File: src/sv/tlut_act_pkg.sv
// Shared constants and types for the two-level table-lookup activation block.
`default_nettype none

package tlut_act_pkg;

    // Default sizes of the datapath and the tables
    localparam int DEF_DATA_WIDTH   = 16;
    localparam int DEF_ADDR_BITS    = 12;
    localparam int DEF_FINE_BITS    = 4;
    localparam int DEF_COARSE_WIDTH = 16;

    // Fixed widths of the request fields
    localparam int REQ_WIDTH       = 2;
    localparam int INDEX_WIDTH     = 12;
    localparam int WORD_WIDTH      = 16;
    localparam int CFG_INDEX_WIDTH = 3;

    // Request codes carried with each input word
    typedef enum logic [REQ_WIDTH-1:0] {
        REQ_EVAL   = 2'd0,
        REQ_FINE   = 2'd1,
        REQ_COARSE = 2'd2
    } req_type_t;

    // Configuration register indexes
    typedef enum logic [CFG_INDEX_WIDTH-1:0] {
        CFG_LOWER_LIMIT     = 3'd0,
        CFG_UPPER_LIMIT     = 3'd1,
        CFG_LINEAR_ABOVE    = 3'd2,
        CFG_SYMMETRIC_MODE  = 3'd3,
        CFG_BELOW_VALUE     = 3'd4,
        CFG_ABOVE_VALUE     = 3'd5,
        CFG_MIRROR_CONSTANT = 3'd6
    } cfg_index_t;

    // Per-sample control that travels down the pipeline with the word
    typedef struct packed {
        logic use_table;  // in range: result comes from the tables
        logic mirror;     // symmetric mode, negative sample
    } stage_ctl_t;

endpackage : tlut_act_pkg

`default_nettype wire

File: src/sv/tlut_act_out.sv
// Back end: table sum, mirroring and the output register.
`default_nettype none

module tlut_act_out #(
    parameter int DATA_WIDTH   = 16,
    parameter int FINE_BITS    = 4,
    parameter int COARSE_WIDTH = 16
) (
    input  wire logic                           aclk,
    input  wire logic                           aresetn,
    // read stage
    input  wire logic                           s1_valid,
    input  wire tlut_act_pkg::stage_ctl_t       s1_ctl,
    input  wire logic [DATA_WIDTH-1:0]          s1_const,
    input  wire logic [FINE_BITS-1:0]           fine_q,
    input  wire logic [COARSE_WIDTH-1:0]        coarse_q,
    output logic                                s1_take,
    // configuration
    input  wire logic [DATA_WIDTH-1:0]          mirror_constant,
    // result channel
    output logic                                m_valid,
    input  wire logic                           m_ready,
    output logic      [DATA_WIDTH-1:0]          m_result
);

    import tlut_act_pkg::*;

    localparam int CEXT_W = (COARSE_WIDTH > DATA_WIDTH) ? COARSE_WIDTH : DATA_WIDTH;

    logic                   v2_reg;
    stage_ctl_t             ctl2_reg;
    logic [DATA_WIDTH-1:0]  const2_reg;
    logic [DATA_WIDTH-1:0]  sum2_reg;
    logic [DATA_WIDTH-1:0]  sum2_next;

    logic                   m_valid_reg;
    logic [DATA_WIDTH-1:0]  m_result_reg;
    logic [DATA_WIDTH-1:0]  m_result_next;

    logic                   out_take;
    logic signed [CEXT_W-1:0] coarse_ext;

    // stall control
    assign out_take = !m_valid_reg || m_ready;
    assign s1_take  = !v2_reg || out_take;

    // coarse entry taken as signed, then added to the zero-extended fine entry
    always_comb begin
        coarse_ext = CEXT_W'(signed'(coarse_q));
        sum2_next  = coarse_ext[DATA_WIDTH-1:0] + DATA_WIDTH'(fine_q);
    end

    // sum stage
    always_ff @(posedge aclk) begin
        if (!aresetn) begin
            v2_reg <= 1'b0;
        end else if (s1_take) begin
            v2_reg <= s1_valid;
        end
    end

    always_ff @(posedge aclk) begin
        if (s1_take) begin
            ctl2_reg   <= s1_ctl;
            const2_reg <= s1_const;
            sum2_reg   <= sum2_next;
        end
    end

    // final select
    always_comb begin
        priority if (!ctl2_reg.use_table) begin
            m_result_next = const2_reg;
        end else if (ctl2_reg.mirror) begin
            m_result_next = mirror_constant - sum2_reg;
        end else begin
            m_result_next = sum2_reg;
        end
    end

    // output register
    always_ff @(posedge aclk) begin
        if (!aresetn) begin
            m_valid_reg <= 1'b0;
        end else if (out_take) begin
            m_valid_reg <= v2_reg;
        end
    end

    always_ff @(posedge aclk) begin
        if (out_take) begin
            m_result_reg <= m_result_next;
        end
    end

    assign m_valid  = m_valid_reg;
    assign m_result = m_result_reg;

`ifndef SYNTHESIS
    // a word held in the sum stage is not dropped while the output is blocked
    a_sum_held: assert property (@(posedge aclk) disable iff (!aresetn)
        v2_reg && !s1_take |=> v2_reg)
        else $error("sum stage word lost under stall");

    // a new result only appears from a valid sum stage
    a_out_source: assert property (@(posedge aclk) disable iff (!aresetn)
        $rose(m_valid_reg) |-> $past(v2_reg))
        else $error("result produced without a source word");

    // the read stage is only refused while both downstream registers are full
    a_take_cond: assert property (@(posedge aclk) disable iff (!aresetn)
        !s1_take |-> (v2_reg && m_valid_reg && !m_ready))
        else $error("read stage stalled with room downstream");
`endif

endmodule : tlut_act_out

`default_nettype wire

File: config.mk
export PLATFORM = sky130hd
export DESIGN_NAME = tlut_act_out
export DESIGN_NICKNAME = d
export VERILOG_FILES = /design/src/sv/tlut_act_pkg.sv /design/src/sv/tlut_act_out.sv
export SDC_FILE = /design/constraint.sdc
export NUM_CORES = 1
export LEC_CHECK = 0
export BUFFER_PORTS_ARGS = -buffer_cell sky130_fd_sc_hd__buf_2
export CORE_MARGIN = 2
export CORE_UTILIZATION = 40
export CTS_BUF_LIST = sky130_fd_sc_hd__clkbuf_2 sky130_fd_sc_hd__clkbuf_4 sky130_fd_sc_hd__clkbuf_8
export CTS_CLUSTER_SIZE = 24
export DETAILED_ROUTE_END_ITERATION = 8
export PLACE_DENSITY = 0.74
export SKIP_LAST_GASP = 1
export SLEW_MARGIN = 20
export SYNTH_ARGS = -nofsm -noshare
export SYNTH_HDL_FRONTEND = slang
export SYNTH_SLANG_ARGS = --single-unit
File: constraint.sdc
create_clock -name aclk -period 2.7 [get_ports aclk]
set_input_delay 0.54 -clock aclk [delete_from_list [all_inputs] [get_ports aclk]]
set_output_delay 0.54 -clock aclk [all_outputs]
set_load 0.01 [all_outputs]
==> flow_summary_export.csv <==
group,metric,value,unit
sta,clock_skew,0.0103,ns
global_route,grt_max_degree,35,
clock_network,cts_buffers,5,
power,ir_drop,0.000200,V
cells_and_area,syn_to_final_growth,19.3,%
route,drt-pass1-iter-count,4,
synthesis,synth_edf_count,50,
hold_path,holdCritStartpoint,"s1_const[12]",
synthesis,avgSynthCellArea,10.7,sq um
sta,grt_setup_unrepaired,"no",
sta,tightest_slew,0.709,ns
synthesis,synth_fp_nets,365,
global_route,grt_pass1_vias,2234,
clock_network,worstSkewPairLatency,0.31,ns
sta,finalSetupTns,0,ns
clock_network,postCtsHoldBufs,0,
floorplanning,ios,76,
hold_path,hold_end,"const2_reg[12]$_DFFE_PP_",
clock_network,clock-sinks,52,
synthesis,synthFlopType,"edfxtp_1",
route,finalWirelength,6.44,mm
power,p_per_area,537,mW/mm^2
setup_path,cp_max_fo,3,
global_route,antenna_found_initial,0,
placement,io_buffers,75,
route,antenna_left,0,
floorplanning,start_util,41.8,%
setup_path,critical_path_arrival,2.37,ns
cells_and_area,antenna_cells_inserted,0,
sta,finalHoldViolations,0,
global_route,grt.overflow.total,0,
setup_path,crit_path_max_incr_delay,0.41,ns
clock_network,cts_tree,"built",
setup_path,crit_path_top_delay_cell,"fa_1",
clock_network,ctsResizeCount,0,
sta,setup_viol,0,
synthesis,ys.warnings.count,0,
clock_network,clkTransAtPathRegs,0.10,ns
cells_and_area,layout.cells.non_filler,465,
floorplanning,die_area,0.00838,sq mm
clock_network,cts.path.max_buffers,2,
hold_path,hp-class,"in -> reg",
floorplanning,die_y,91.5,microns
power,p_int,1.40,mW
cells_and_area,n_fill_cell,700,
sta,fin_crit,2.30,ns
setup_path,cp.required,2.77,ns
route,drc,0,
floorplanning,num_rows,31,
synthesis,synthArstFlopShare,0,%
flow_run,maxCapViolations,0,
global_route,grt_usage,15.5,%
cells_and_area,drive_gt1_share,25.4,%
sta,slew_headroom,52.7,%
power,p_seq_share,51.4,%
global_route,grt_pass1_wl,10.3,mm
route,via_count,2343,
cells_and_area,layout_common_cells,"75 x buf_2, 50 x edfxtp_1, 26 x a21oi_1",
setup_path,r2r_end,"m_result[14]$_DFFE_PP_",
power,leakagePower,1.57,nW
setup_path,worst-setup-path-type,"reg -> reg",
route,vias_per_cell,5.04,
clock_network,cts_root_buf,"clkbuf_8",
clock_network,htree_levels,2,
setup_path,crit_path_start_kind,"flip-flop",
floorplanning,core_area,0.00733,sq mm
placement,place.gp.congestion,0.818,
status,status,"complete, no violations",
clock_network,postCtsSetupBuffers,0,
power,pwr-share-clk,23.1,%
placement,dp_hpwl,5.00,mm
synthesis,netlist_area,0.00307,sq mm
placement,placed_cells,457,
setup_path,cp_cell_sequence,"ha_1 > fa_1 > nor2b_1 > o31a_1 > o21bai_1 > a21oi_2 > mux2i_1 > a311o_1",
synthesis,netlist_instances,286,
route,drt-wirelength-per-cell,13.8,microns
floorplanning,die_x,91.5,microns
hold_path,hold_depth,1,
cells_and_area,final_common_cell,"buf_2",
setup_path,regToRegSetupSlack,0.40,ns
synthesis,synth_seq_cells,52,
sta,drv_slew,0,
power,p_switching,0.568,mW
setup_path,r2r_cells,8,
synthesis,yosysSeqAreaShare,50.3,%
sta,finalCritPeriodShare,85.3,%
setup_path,worstSetupEndpointType,"flip-flop",
cells_and_area,fin_nets,444,
power,power_frac_comb,25.5,%
sta,max_freq,434,MHz
synthesis,ys_types,45,
setup_path,r2r_start,"sum2_reg[0]$_DFFE_PP_",
power,swShare,28.9,%
route,drt_iter0_drc,85,
==> area by class of cell <==
cell class	instances	area (sq um)	share of cell area, %
inverters	22	82.6	2.26
multi-input cells	205	1410	38.6
flip-flops and latches	52	1540	42.1
repair buffers	79	405	11.1
clock inverters	3	22.5	0.616
clock buffers	5	68.8	1.88
well taps	99	124	3.39
==> power by group through the flow <==
stage               Combinational (mW)  Clock [mW]  Sequential (mW)
floorplan                        0.320           0             1.04
global placement                 0.487           0             1.03
detailed placement               0.498           0             1.03
CTS                              0.501       0.472             1.01
global route                     0.561       0.500             1.02
finish                           0.500       0.454             1.01
==> kinds of logic (layout without fill, tap and decap cells) <==
kind of cell / Yosys count / in the layout / share of synthesized area [%]
fa+ha+maj: 21 / 21 / 9.06
mux: 7 / 7 / 2.33
compound gates: 72 / 72 / 15.1
simple gates: 87 / 87 / 14.5
flops: 52 / 52 / 50.3
xor+xnor: 18 / 18 / 5.14
buf+inv: 29 / 109 / 3.59
==> worst max-delay path, delay by kind of cell (launching register included) <==
family / cells / cell delay [ns]
muxes: 1 / 0.09
adders and majority gates: 2 / 0.64
and+or+nand+nor: 1 / 0.16
DFF: 1 / 0.40
AOI/OAI and AO/OA: 4 / 0.78
==> Yosys cell counts (3+ instances only) <==
cell type   n  area [sq um]
mux2i_1     6          60.1
edfxtp_1   50          1500
nand3b_1    5          37.5
o21a_1      5          37.5
or3_1       3          18.8
and3_1      6          37.5
nand4_1     3          18.8
o21ai_0    11          55.1
o211ai_1    4          30.0
a21oi_1    26           130
nand2_1    13          48.8
a31oi_1     6          37.5
clkbuf_1    5          18.8
ha_1       19           238
o21bai_1    3          22.5
xor2_1      4          35.0
nor2b_1    14          87.6
nor2_1     24          90.1
inv_1      21          78.8
a311o_1     3          30.0
xnor2_1    14           123
nand3_1    12          60.1
==> per-stage QoR <==
step | hold WS, ns | instance area, sq um | power [mW] | setup slack [ns] | util (%)
2_1_floorplan | 0.463 | 3070 | 1.36 | 0.334 | -
3_3_place_gp | 0.483 | 3570 | 1.51 | 0.158 | 48.7
3_5_place_dp | 0.490 | 3570 | 1.53 | 0.127 | 48.7
4_1_cts | 0.388 | 3660 | 1.98 | 0.390 | 49.9
5_1_grt | 0.380 | 3660 | 2.08 | 0.274 | 49.9
6_report | 0.401 | 3660 | 1.96 | 0.398 | 49.9
==> metal layers <==
metal | vias to the layer above | part of all wire [%] | GRT usage, %
met5 | - | 0 | 0
met2 | 72 | 48 | 24.9
li1 | 1212 | - | -
met4 | 0 | 1.7 | 6.82
met1 | 1048 | 44 | 20.3
met3 | 11 | 6.2 | 3.24
==> worst max path at each step <==
stage / slack, ns / startpoint / depth (start not counted) / endpoint
floorplan: 0.33 / mirror_constant[0] / 9 / m_result[14]$_DFFE_PP_
global placement: 0.16 / mirror_constant[0] / 10 / m_result[14]$_DFFE_PP_
detailed placement: 0.13 / mirror_constant[0] / 10 / m_result[14]$_DFFE_PP_
CTS: 0.39 / sum2_reg[0]$_DFFE_PP_ / 8 / m_result[14]$_DFFE_PP_
global route: 0.27 / sum2_reg[0]$_DFFE_PP_ / 7 / m_result[12]$_DFFE_PP_
finish: 0.40 / sum2_reg[0]$_DFFE_PP_ / 8 / m_result[14]$_DFFE_PP_
No activity file was read; power rests on OpenSTA's default activity.
